**src/hw/rtl/hht_pkg.sv**
```systemverilog
// types, codes and the byte classifier for the http header tokenizer
// standalone package, no dependencies
package hht_pkg;

  // parse modes; final modes sit from mode_done upwards
  typedef enum logic [3:0] {
    MODE_START   = 4'd0,
    MODE_STATUS  = 4'd1,
    MODE_FIRSTNL = 4'd2,
    MODE_NAME    = 4'd3,
    MODE_SPACE   = 4'd4,
    MODE_VALUE   = 4'd5,
    MODE_NEWLINE = 4'd6,
    MODE_FOLD    = 4'd7,
    MODE_DONE    = 4'd8,
    MODE_NORESP  = 4'd9,
    MODE_TRUNC   = 4'd10,
    MODE_ABORT   = 4'd11
  } mode_t;

  // byte classes
  typedef enum logic [2:0] {
    CLS_ALPHA = 3'd0,
    CLS_BLANK = 3'd1,
    CLS_DIGIT = 3'd2,
    CLS_DASH  = 3'd3,
    CLS_COLON = 3'd4,
    CLS_CR    = 3'd5,
    CLS_LF    = 3'd6,
    CLS_OTHER = 3'd7
  } class_t;

  // parse error codes
  localparam logic [1:0] ERR_NONE     = 2'd0;
  localparam logic [1:0] ERR_NO_SPACE = 2'd1;
  localparam logic [1:0] ERR_LINE_END = 2'd2;
  localparam logic [1:0] ERR_BAD_CHAR = 2'd3;

  // status codes
  localparam logic [2:0] STAT_PARSING   = 3'd0;
  localparam logic [2:0] STAT_COMPLETE  = 3'd1;
  localparam logic [2:0] STAT_NO_RESP   = 3'd2;
  localparam logic [2:0] STAT_TRUNCATED = 3'd3;
  localparam logic [2:0] STAT_ABORTED   = 3'd4;

  // character constants
  localparam logic [7:0] CH_SPACE = 8'h20;
  localparam logic [7:0] CH_TAB   = 8'h09;
  localparam logic [7:0] CH_DASH  = 8'h2d;
  localparam logic [7:0] CH_COLON = 8'h3a;
  localparam logic [7:0] CH_CR    = 8'h0d;
  localparam logic [7:0] CH_LF    = 8'h0a;

  // sort one byte into its class; nul falls to other
  function automatic class_t classify(input logic [7:0] b);
    class_t c;
    if ((b >= 8'h41 && b <= 8'h5a) || (b >= 8'h61 && b <= 8'h7a)) c = CLS_ALPHA;
    else if (b == CH_SPACE || b == CH_TAB) c = CLS_BLANK;
    else if (b >= 8'h30 && b <= 8'h39) c = CLS_DIGIT;
    else if (b == CH_DASH) c = CLS_DASH;
    else if (b == CH_COLON) c = CLS_COLON;
    else if (b == CH_CR) c = CLS_CR;
    else if (b == CH_LF) c = CLS_LF;
    else c = CLS_OTHER;
    return c;
  endfunction

  // status reported for a mode
  function automatic logic [2:0] final_status(input mode_t m);
    logic [2:0] s;
    unique case (m)
      MODE_DONE:   s = STAT_COMPLETE;
      MODE_NORESP: s = STAT_NO_RESP;
      MODE_TRUNC:  s = STAT_TRUNCATED;
      MODE_ABORT:  s = STAT_ABORTED;
      default:     s = STAT_PARSING;
    endcase
    return s;
  endfunction

endpackage

```
**src/hw/rtl/http_header_tokenizer.sv**
```systemverilog
// Tokenizer for the head of an HTTP response. Each input word carries one
// byte (or an end-of-data mark); each accepted word gives exactly one result
// word tagging the byte as header-name or header-value text, marking the start
// of a header, and reporting parse errors and the overall status. Throughput
// is one word per cycle unless out_ready holds back the result register: the
// only feedback path is the 4-bit parse mode, updated in the same cycle the
// word is accepted. The result is registered as the word is accepted; a new
// word is taken while that result waits if it is being taken in the same cycle.
// depends on hht_pkg
module http_header_tokenizer (
  input  logic       clk,
  input  logic       rst,
  input  logic       in_valid,
  output logic       in_ready,
  input  logic [7:0] in_byte,
  input  logic       end_of_data,
  input  logic       user_abort,
  output logic       out_valid,
  input  logic       out_ready,
  output logic       name_char_valid,
  output logic       value_char_valid,
  output logic [7:0] out_char,
  output logic       header_start,
  output logic [1:0] parse_error,
  output logic [2:0] status
);
  import hht_pkg::*;

  mode_t      tok_mode;
  mode_t      tok_mode_next;
  class_t     cls;
  logic       nv;
  logic       vv;
  logic [7:0] ch;
  logic       hs;
  logic [1:0] err;
  logic       in_take;

  // accept when the result register is empty or being drained
  assign in_ready = !out_valid || out_ready;
  assign in_take  = in_valid && in_ready;
  assign cls      = classify(in_byte);

  // mode decision and result for the current word
  always_comb begin
    tok_mode_next = tok_mode;
    nv  = 1'b0;
    vv  = 1'b0;
    ch  = 8'h00;
    hs  = 1'b0;
    err = ERR_NONE;
    if (tok_mode >= MODE_DONE) begin
      // final modes hold until reset
      tok_mode_next = tok_mode;
    end else if (end_of_data) begin
      if (user_abort) tok_mode_next = MODE_ABORT;
      else if (tok_mode == MODE_START) tok_mode_next = MODE_NORESP;
      else tok_mode_next = MODE_TRUNC;
    end else begin
      unique case (tok_mode)
        MODE_START: begin
          if (cls == CLS_ALPHA) tok_mode_next = MODE_STATUS;
          else err = ERR_BAD_CHAR;
        end
        MODE_STATUS: begin
          // reason phrase skipped up to the line feed
          if (cls == CLS_LF) tok_mode_next = MODE_FIRSTNL;
        end
        MODE_FIRSTNL, MODE_NEWLINE: begin
          if (cls == CLS_ALPHA) begin
            hs = 1'b1;
            nv = 1'b1;
            ch = in_byte;
            tok_mode_next = MODE_NAME;
          end else if (cls == CLS_CR) begin
            tok_mode_next = tok_mode;
          end else if (cls == CLS_LF) begin
            tok_mode_next = MODE_DONE;
          end else if (cls == CLS_BLANK && tok_mode == MODE_NEWLINE) begin
            // continuation line folds into one space
            vv = 1'b1;
            ch = CH_SPACE;
            tok_mode_next = MODE_FOLD;
          end else begin
            err = ERR_BAD_CHAR;
          end
        end
        MODE_NAME: begin
          if (cls == CLS_ALPHA || cls == CLS_DIGIT || cls == CLS_DASH) begin
            nv = 1'b1;
            ch = in_byte;
          end else if (cls == CLS_COLON) begin
            tok_mode_next = MODE_SPACE;
          end else if (cls == CLS_LF) begin
            err = ERR_LINE_END;
            tok_mode_next = MODE_NEWLINE;
          end else begin
            err = ERR_BAD_CHAR;
          end
        end
        MODE_SPACE: begin
          if (cls == CLS_BLANK) begin
            tok_mode_next = MODE_VALUE;
          end else if (cls == CLS_LF) begin
            err = ERR_LINE_END;
            tok_mode_next = MODE_NEWLINE;
          end else if (cls == CLS_CR) begin
            err = ERR_BAD_CHAR;
          end else begin
            err = ERR_NO_SPACE;
            vv  = 1'b1;
            ch  = in_byte;
            tok_mode_next = MODE_VALUE;
          end
        end
        MODE_VALUE: begin
          if (cls == CLS_LF) begin
            tok_mode_next = MODE_NEWLINE;
          end else if (cls != CLS_CR) begin
            vv = 1'b1;
            ch = in_byte;
          end
        end
        MODE_FOLD: begin
          if (cls == CLS_BLANK) begin
            tok_mode_next = tok_mode;
          end else if (cls == CLS_LF) begin
            err = ERR_LINE_END;
            tok_mode_next = MODE_NEWLINE;
          end else if (cls == CLS_CR) begin
            err = ERR_BAD_CHAR;
          end else begin
            vv = 1'b1;
            ch = in_byte;
            tok_mode_next = MODE_VALUE;
          end
        end
        default: begin
          tok_mode_next = tok_mode;
        end
      endcase
    end
  end

  // mode register
  always_ff @(posedge clk) begin
    if (rst) begin
      tok_mode <= MODE_START;
    end else if (in_take) begin
      tok_mode <= tok_mode_next;
    end
  end

  // result valid flag
  always_ff @(posedge clk) begin
    if (rst) begin
      out_valid <= 1'b0;
    end else if (in_take) begin
      out_valid <= 1'b1;
    end else if (out_ready) begin
      out_valid <= 1'b0;
    end
  end

  // result payload register
  always_ff @(posedge clk) begin
    if (in_take) begin
      name_char_valid  <= nv;
      value_char_valid <= vv;
      out_char         <= ch;
      header_start     <= hs;
      parse_error      <= err;
      status           <= final_status(tok_mode_next);
    end
  end

endmodule

```
**config.mk**
```make
export PLATFORM = sky130hd
export DESIGN_NAME = http_header_tokenizer
export DESIGN_NICKNAME = d
export VERILOG_FILES = /design/src/hw/rtl/hht_pkg.sv /design/src/hw/rtl/http_header_tokenizer.sv
export SDC_FILE = /design/constraint.sdc
export NUM_CORES = 1
export LEC_CHECK = 0
export ABC_AREA = 0
export BUFFER_PORTS_ARGS = -buffer_cell sky130_fd_sc_hd__buf_4
export CAP_MARGIN = 0
export CORE_ASPECT_RATIO = 1.1
export CORE_MARGIN = 3
export CORE_UTILIZATION = 35
export CTS_CLUSTER_SIZE = 24
export DETAILED_ROUTE_END_ITERATION = 6
export GPL_TIMING_DRIVEN = 0
export PLACE_DENSITY = 0.63
export SYNTH_ARGS = -nofsm -noshare
export SYNTH_HDL_FRONTEND = slang
export SYNTH_SLANG_ARGS = --single-unit
```
**constraint.sdc**
```tcl
create_clock -name clk -period 4.6 [get_ports clk]
set_input_delay 1.38 -clock clk [delete_from_list [all_inputs] [get_ports clk]]
set_output_delay 1.38 -clock clk [all_outputs]
set_load 0.02 [all_outputs]
```
== Word level (Yosys, flattened, before mapping) ==
Cells that the tools add are included.

* Muxes and demuxes: 67
* Reductions and logical operators: 18
* Bitwise gates (word level): 1
* Order comparisons: 7
* Equality and inequality tests: 24

{| class="wikitable"
|+ Operators by type and width
! operator !! number
|-
| $mux W4 || 15
|-
| $mux W8 || 7
|-
| $mux W2 || 17
|-
| $pmux W8 S4 || 1
|-
| $pmux W4 S7 || 1
|-
| $eq A8 B4 Y1 const B || 3
|-
| $eq A8 B6 Y1 const B || 3
|-
| $mux W6 || 3
|-
| $eq A4 B3 Y1 const B || 4
|-
| $eq A4 B4 Y1 const B || 4
|-
| $ge A8 B7 Y1 const B || 2
|-
| $le A8 B7 Y1 const B || 2
|-
| $mux W1 || 15
|-
| $mux W3 || 4
|-
| $pmux W3 S4 || 1
|-
| $pmux W2 S5 || 1
|-
| $eq A3 B3 Y1 const B || 3
|-
| $eq A4 B2 Y1 const B || 2
|-
| $ge A8 B6 Y1 const B || 1
|-
| $le A8 B6 Y1 const B || 1
|-
| $eq A3 B2 Y1 const B || 2
|-
| $reduce_or A2 Y1 || 3
|-
| $logic_and A1 B1 Y1 || 5
|-
| $logic_or A1 B1 Y1 || 5
|-
| 12 further kinds || 12
|}

* Bits of input ports: 14
* Word-level logic and storage cells: 125
* Output and inout port bits: 18
* Register bits: 21

== Logic depth before layout (Yosys ltp) ==
* Word-level depth: 19
* Mapped depth: 8
* Gate-level depth less buffers: 7

== Worst setup path after synthesis ==
Ideal clock, no wire load.

* Kind: input -> register
* From: in in_byte[4]
* To: reg status[1], data pin
* Path buffers: 0
* Data arrival time: 3093 ps
* Required time: 4346 ps
* Stages: 7
* Path slack: 1252 ps
* Library setup time: 254 ps
* Cells stage by stage: or4_4 -> nor3_4 -> a21oi_2 -> a2111o_1 -> a22o_1 -> xor2_1 -> nor2_1

* Word-level cells in the longest chain between the ends: 19
* Elaborated cells between the ends (all ways): 55
* Classes of those cells: order compare (6); eq/ne (16); mux (24); reduce/logical (9)

{| class="wikitable"
|+ Ends and longest elaborated chain
! what !! RTL line !! text
|-
| start: declaration || http_header_tokenizer.sv:15 || <nowiki>input logic [7:0] in_byte,</nowiki>
|-
| $eq A8 B4 Y1 || hht_pkg.sv:63 || <nowiki>else if (b == CH_LF) c = CLS_LF;</nowiki>
|-
| $mux W1 || hht_pkg.sv:63 ||
|-
| $mux W2 || hht_pkg.sv:62 || <nowiki>else if (b == CH_CR) c = CLS_CR;</nowiki>
|-
| $mux W2 || hht_pkg.sv:61 || <nowiki>else if (b == CH_COLON) c = CLS_COLON;</nowiki>
|-
| $mux W3 || hht_pkg.sv:60 || <nowiki>else if (b == CH_DASH) c = CLS_DASH;</nowiki>
|-
| $mux W3 || hht_pkg.sv:59 || <nowiki>else if (b >= 8'h30 && b <= 8'h39) c = CLS_DIGIT;</nowiki>
|-
| $mux W3 || hht_pkg.sv:58 || <nowiki>else if (b == CH_SPACE || b == CH_TAB) c = CLS_BLANK;</nowiki>
|-
| $mux W3 (*) || hht_pkg.sv:57 || <nowiki>if ((b >= 8'h41 && b <= 8'h5a) || (b >= 8'h61 && b <= 8'h7a)) c = CLS_ALPHA;</nowiki>
|-
| [3 not listed] || - ||
|-
| $mux W4 || http_header_tokenizer.sv:77 || <nowiki>end else if (cls == CLS_LF) begin</nowiki>
|-
| $mux W4 || http_header_tokenizer.sv:75 || <nowiki>end else if (cls == CLS_CR) begin</nowiki>
|-
| $mux W4 || http_header_tokenizer.sv:70 || <nowiki>if (cls == CLS_ALPHA) begin</nowiki>
|-
| $pmux W4 S7 (*) || http_header_tokenizer.sv:60 || <nowiki>unique case (tok_mode)</nowiki>
|-
| $mux W4 (*) || http_header_tokenizer.sv:55 || <nowiki>end else if (end_of_data) begin</nowiki>
|-
| $mux W4 (*) || http_header_tokenizer.sv:52 || <nowiki>if (tok_mode >= MODE_DONE) begin</nowiki>
|-
| $eq A4 B4 Y1 || hht_pkg.sv:71 || <nowiki>unique case (m)</nowiki>
|-
| $pmux W3 S4 (*) || hht_pkg.sv:71 ||
|-
| end signal: assignment || http_header_tokenizer.sv:173 || <nowiki>status <= final_status(tok_mode_next);</nowiki>
|-
| end: declaration || http_header_tokenizer.sv:25 || <nowiki>output logic [2:0] status</nowiki>
|}

Every way passes the cells marked *; elsewhere a longest branch is shown, timed or not.
A chain may end at the register's enable or synchronous reset.

== Worst setup path in the final report ==
Ends and elaborated chain as after synthesis.

==> summary.md <==
| Metric | Value |
|---|---|
| Status | complete, no violations |
| Num rows | 23 |
| RSZ-0062 raised after global routing | false |
| Max_slew headroom | 0.585 |
| Setup CP Type | input port to flop |
| Area leader, netlist | edfxtp_1 |
| FF-to-FF path depth | 7 |
| Top_reg_cell synth | edfxtp_1 |
| Syn avg cell area | around 8.6 um^2 |
| Die area | 0.00471 mm^2 |
| Diode count | 0 |
| Fraction of layout cells with a size suffix above 1 | 0.219 |
| Setup ws final | 1.23 ns |
| Post-CTS sizing | 0 |
| Hold crit path type | flop to flop |
| Clock sink total | 21 |
| WHS Path Cells | 2 |
| Final Net Count | around 210 |
| Synthesized net count | 173 |
| Final hold vios | 0 |
| Synthesis Warnings | 0 |
| Worst hold slack | approximately 0.53 ns |
| Skew final | about 0.0049 ns |
| GRT Total Usage | 0.150 |
| Max Buffers Root-to-Sink | 2 |
| Crit share post-route | 0.733 |
| WL/cell | roughly 14 um |
| Vias in the first global route | between 1000 and 1500 |
| Ranking of synthesized cells by area | edfxtp_1 35%, dfxtp_1 7.3%, a21oi_1 5.5% |
| Hold_buf cts | 0 |
| Core area | 0.00371 mm^2 |
| Setup WS pre-CTS | approximately 0.96 ns |
| I/O pin total | 32 |
| Share of the synthesized area in the top cell type | 0.350 |
| Starting DRT DRC Count | between 60 and 70 |
| Worst vdd ir | between 80 and 90 uV |
| Worst Tran Pin Value | slightly above 0.6 ns |
| ANT nets after route | 0 |
| Mapped Cells | 159 |
| Final Non-Filler Cells | ~240 |
| Critical Path RT | approximately 4.6 ns |
| Minimum clock period | between 3 and 4 ns |
| Inst Count DP | 238 |
| Final setup vio count | 0 |
| CP Max Fanout | 8 |
| CTS tree | built |
| Clock insertion delay at the later pin of the skew report | roughly 0.26 ns |
| Fmax | about 300 MHz |
| Register area share after synthesis | 0.423 |
| Post-synth EDFFs | 16 |
| Clock Pin Slew Worst Setup and Hold Paths | approximately 0.07 ns |
| Worst Hold End | out_valid$_SDFFE_PP0P_ |
| R2R setup slack | 2.29 ns |
| CP Capture Type | flop |
| Die width | 65.7 um |
| Max-slew violation count | 0 |
| Async SR Flop Fraction | 0 |
| Crit path DAT | 3.39 ns |
| Seq cells post-synth | 21 |
| Setup_tns | 0 ns |
| Routed vias | 1329 |
| Post-Route Utilization | 0.457 |
| Post-Route WL | 3.34 mm |
| Synth cell types | just under 50 |
| GPL Wtd Cong | 0.828 |
| GRT overflow | 0 |
| Initial antenna violation count | 0 |
| HPWL after detailed placement | 2.59 mm |
| Largest net degree at the start of global routing | 19 |
| Post-route DRC violation count | 0 |
| Root buffer cell | clkbuf_8 |
| # Post-CTS Setup Buffers | 0 |
| Starting Density | 0.370 |
| TritonCTS Buffers | 3 |
| H-Tree Depth | 1 |
| Synthesized area | between 0.001 and 0.0015 mm^2 |
| Die height | around 72 um |
| HP Start | out_valid$_SDFFE_PP0P_ |
| Max-Cap Viols | 0 |
| Type of origin of the critical path | input port |
| Area delta synth->final | 23.7% |
| Reg2reg end | status[1]$_DFFE_PP_ |
| First-pass GRT wire length | ~5.6 mm |
| Critical R2R Launch | tok_mode[2]$_SDFFE_PP0P_ |
| Power per Cell Area | approximately 270 mW/mm^2 |
| Port-buffer cells | 29 |
| Leakage power | approximately 0.00065 uW |
| Layout fillers | about 370 |
| Vias per cell | 5.49 |
| TritonRoute pass-1 iters | 4 |
layout by cell type, fill, tap and decap left out, types with 2 or more instances in the layout:
cell	instances
a211oi_1	3
a21oi_1	15
and2_1	4
buf_1	2
buf_2	2
buf_4	29
clkbuf_1	5
clkbuf_8	3
dfxtp_1	5
edfxtp_1	16
inv_1	7
nand2_1	13
nand2b_1	5
nand3_1	3
nor2_1	20
nor2b_1	2
nor3_1	11
nor3b_1	3
o211ai_1	2
o21ai_0	8
o22ai_1	2
o31ai_1	2
or3_1	2
kinds of logic after synthesis:
family	count (synthesis)	share of synthesized area
XOR/XNOR	1	0.00638
AO/OA/AOI/OAI	46	0.220
AND/OR/NAND/NOR	75	0.300
buffers and inverters	15	0.0428
flip-flops	21	0.423
multiplexers	1	0.00820
synth_stat cells (all sizes together) (2+ instances only):
cell,n
edfxtp,16
or3,2
o22ai,2
nor2b,2
a211oi,3
nand3,3
nor3b,3
buf,4
nor2,20
inv,7
o21ai,8
dfxtp,5
and2,5
o211ai,2
nand2,13
nand2b,5
o31ai,2
a21oi,16
clkbuf,4
nor3,12
flip-flops by register name, summed over array words and instances, names as in the netlist:
name	count
name_char_valid	1
out_valid	1
parse_error	2
tok_mode	4
status	3
value_char_valid	1
out_char	8
header_start	1
worst max-delay path, cell delays in order:
cell,delay [ns]
buf_4,0.14
or4_4,0.58
nor3_1,0.29
o21ai_0,0.13
a2111o_1,0.37
a22o_1,0.29
xor2_1,0.16
nor2_1,0.05
worst max-delay path by stage:
stage / startpoint / end / cells past startpoint
after global placement: in_byte[4] / status[1]$_DFFE_PP_ / 8
after floorplan: in_byte[4] / status[1]$_DFFE_PP_ / 7
after detailed placement: in_byte[4] / status[1]$_DFFE_PP_ / 8
final: in_byte[4] / status[1]$_DFFE_PP_ / 8
after CTS: in_byte[4] / status[1]$_DFFE_PP_ / 8
after global routing: in_byte[4] / status[1]$_DFFE_PP_ / 8
final cells by class:
| cell class | count | area, um^2 | area share |
|---|---|---|---|
| Buffer | 8 | 32.5 | 0.0192 |
| Tap cell | 50 | 62.6 | 0.0368 |
| Clock buffer | 4 | 45.0 | 0.0265 |
| Inverter | 7 | 26.3 | 0.0155 |
| Multi-Input combinational cell | 123 | 733 | 0.432 |
| Timing Repair Buffer | 29 | 218 | 0.128 |
| Sequential cell | 21 | 581 | 0.342 |
layer usage:
metal	vias up	wire length, um	share of wire	GRT usage
li1	657	-	-	-
met1	629	1470	0.44	0.206
met2	39	1650	0.49	0.244
met3	4	183	0.055	0.0188
met4	0	34	0.010	0.0507
met5	-	0	0	0
power by group:
group	switching (uW)	internal [uW]	leakage, uW
Clock	56.3	61.6	0.0000228
Sequential	4.21	218	0.000202
Combinational	68.0	44.4	0.000427
Total	128	324	0.000652
through the flow:
stage          area, um^2  total power, uW
2_1_floorplan        1370              297
3_3_place_gp         1650              337
3_5_place_dp         1650              338
4_1_cts              1700              457
5_1_grt              1700              474
6_report             1700              452
No activity file was read; power rests on OpenSTA's default activity.
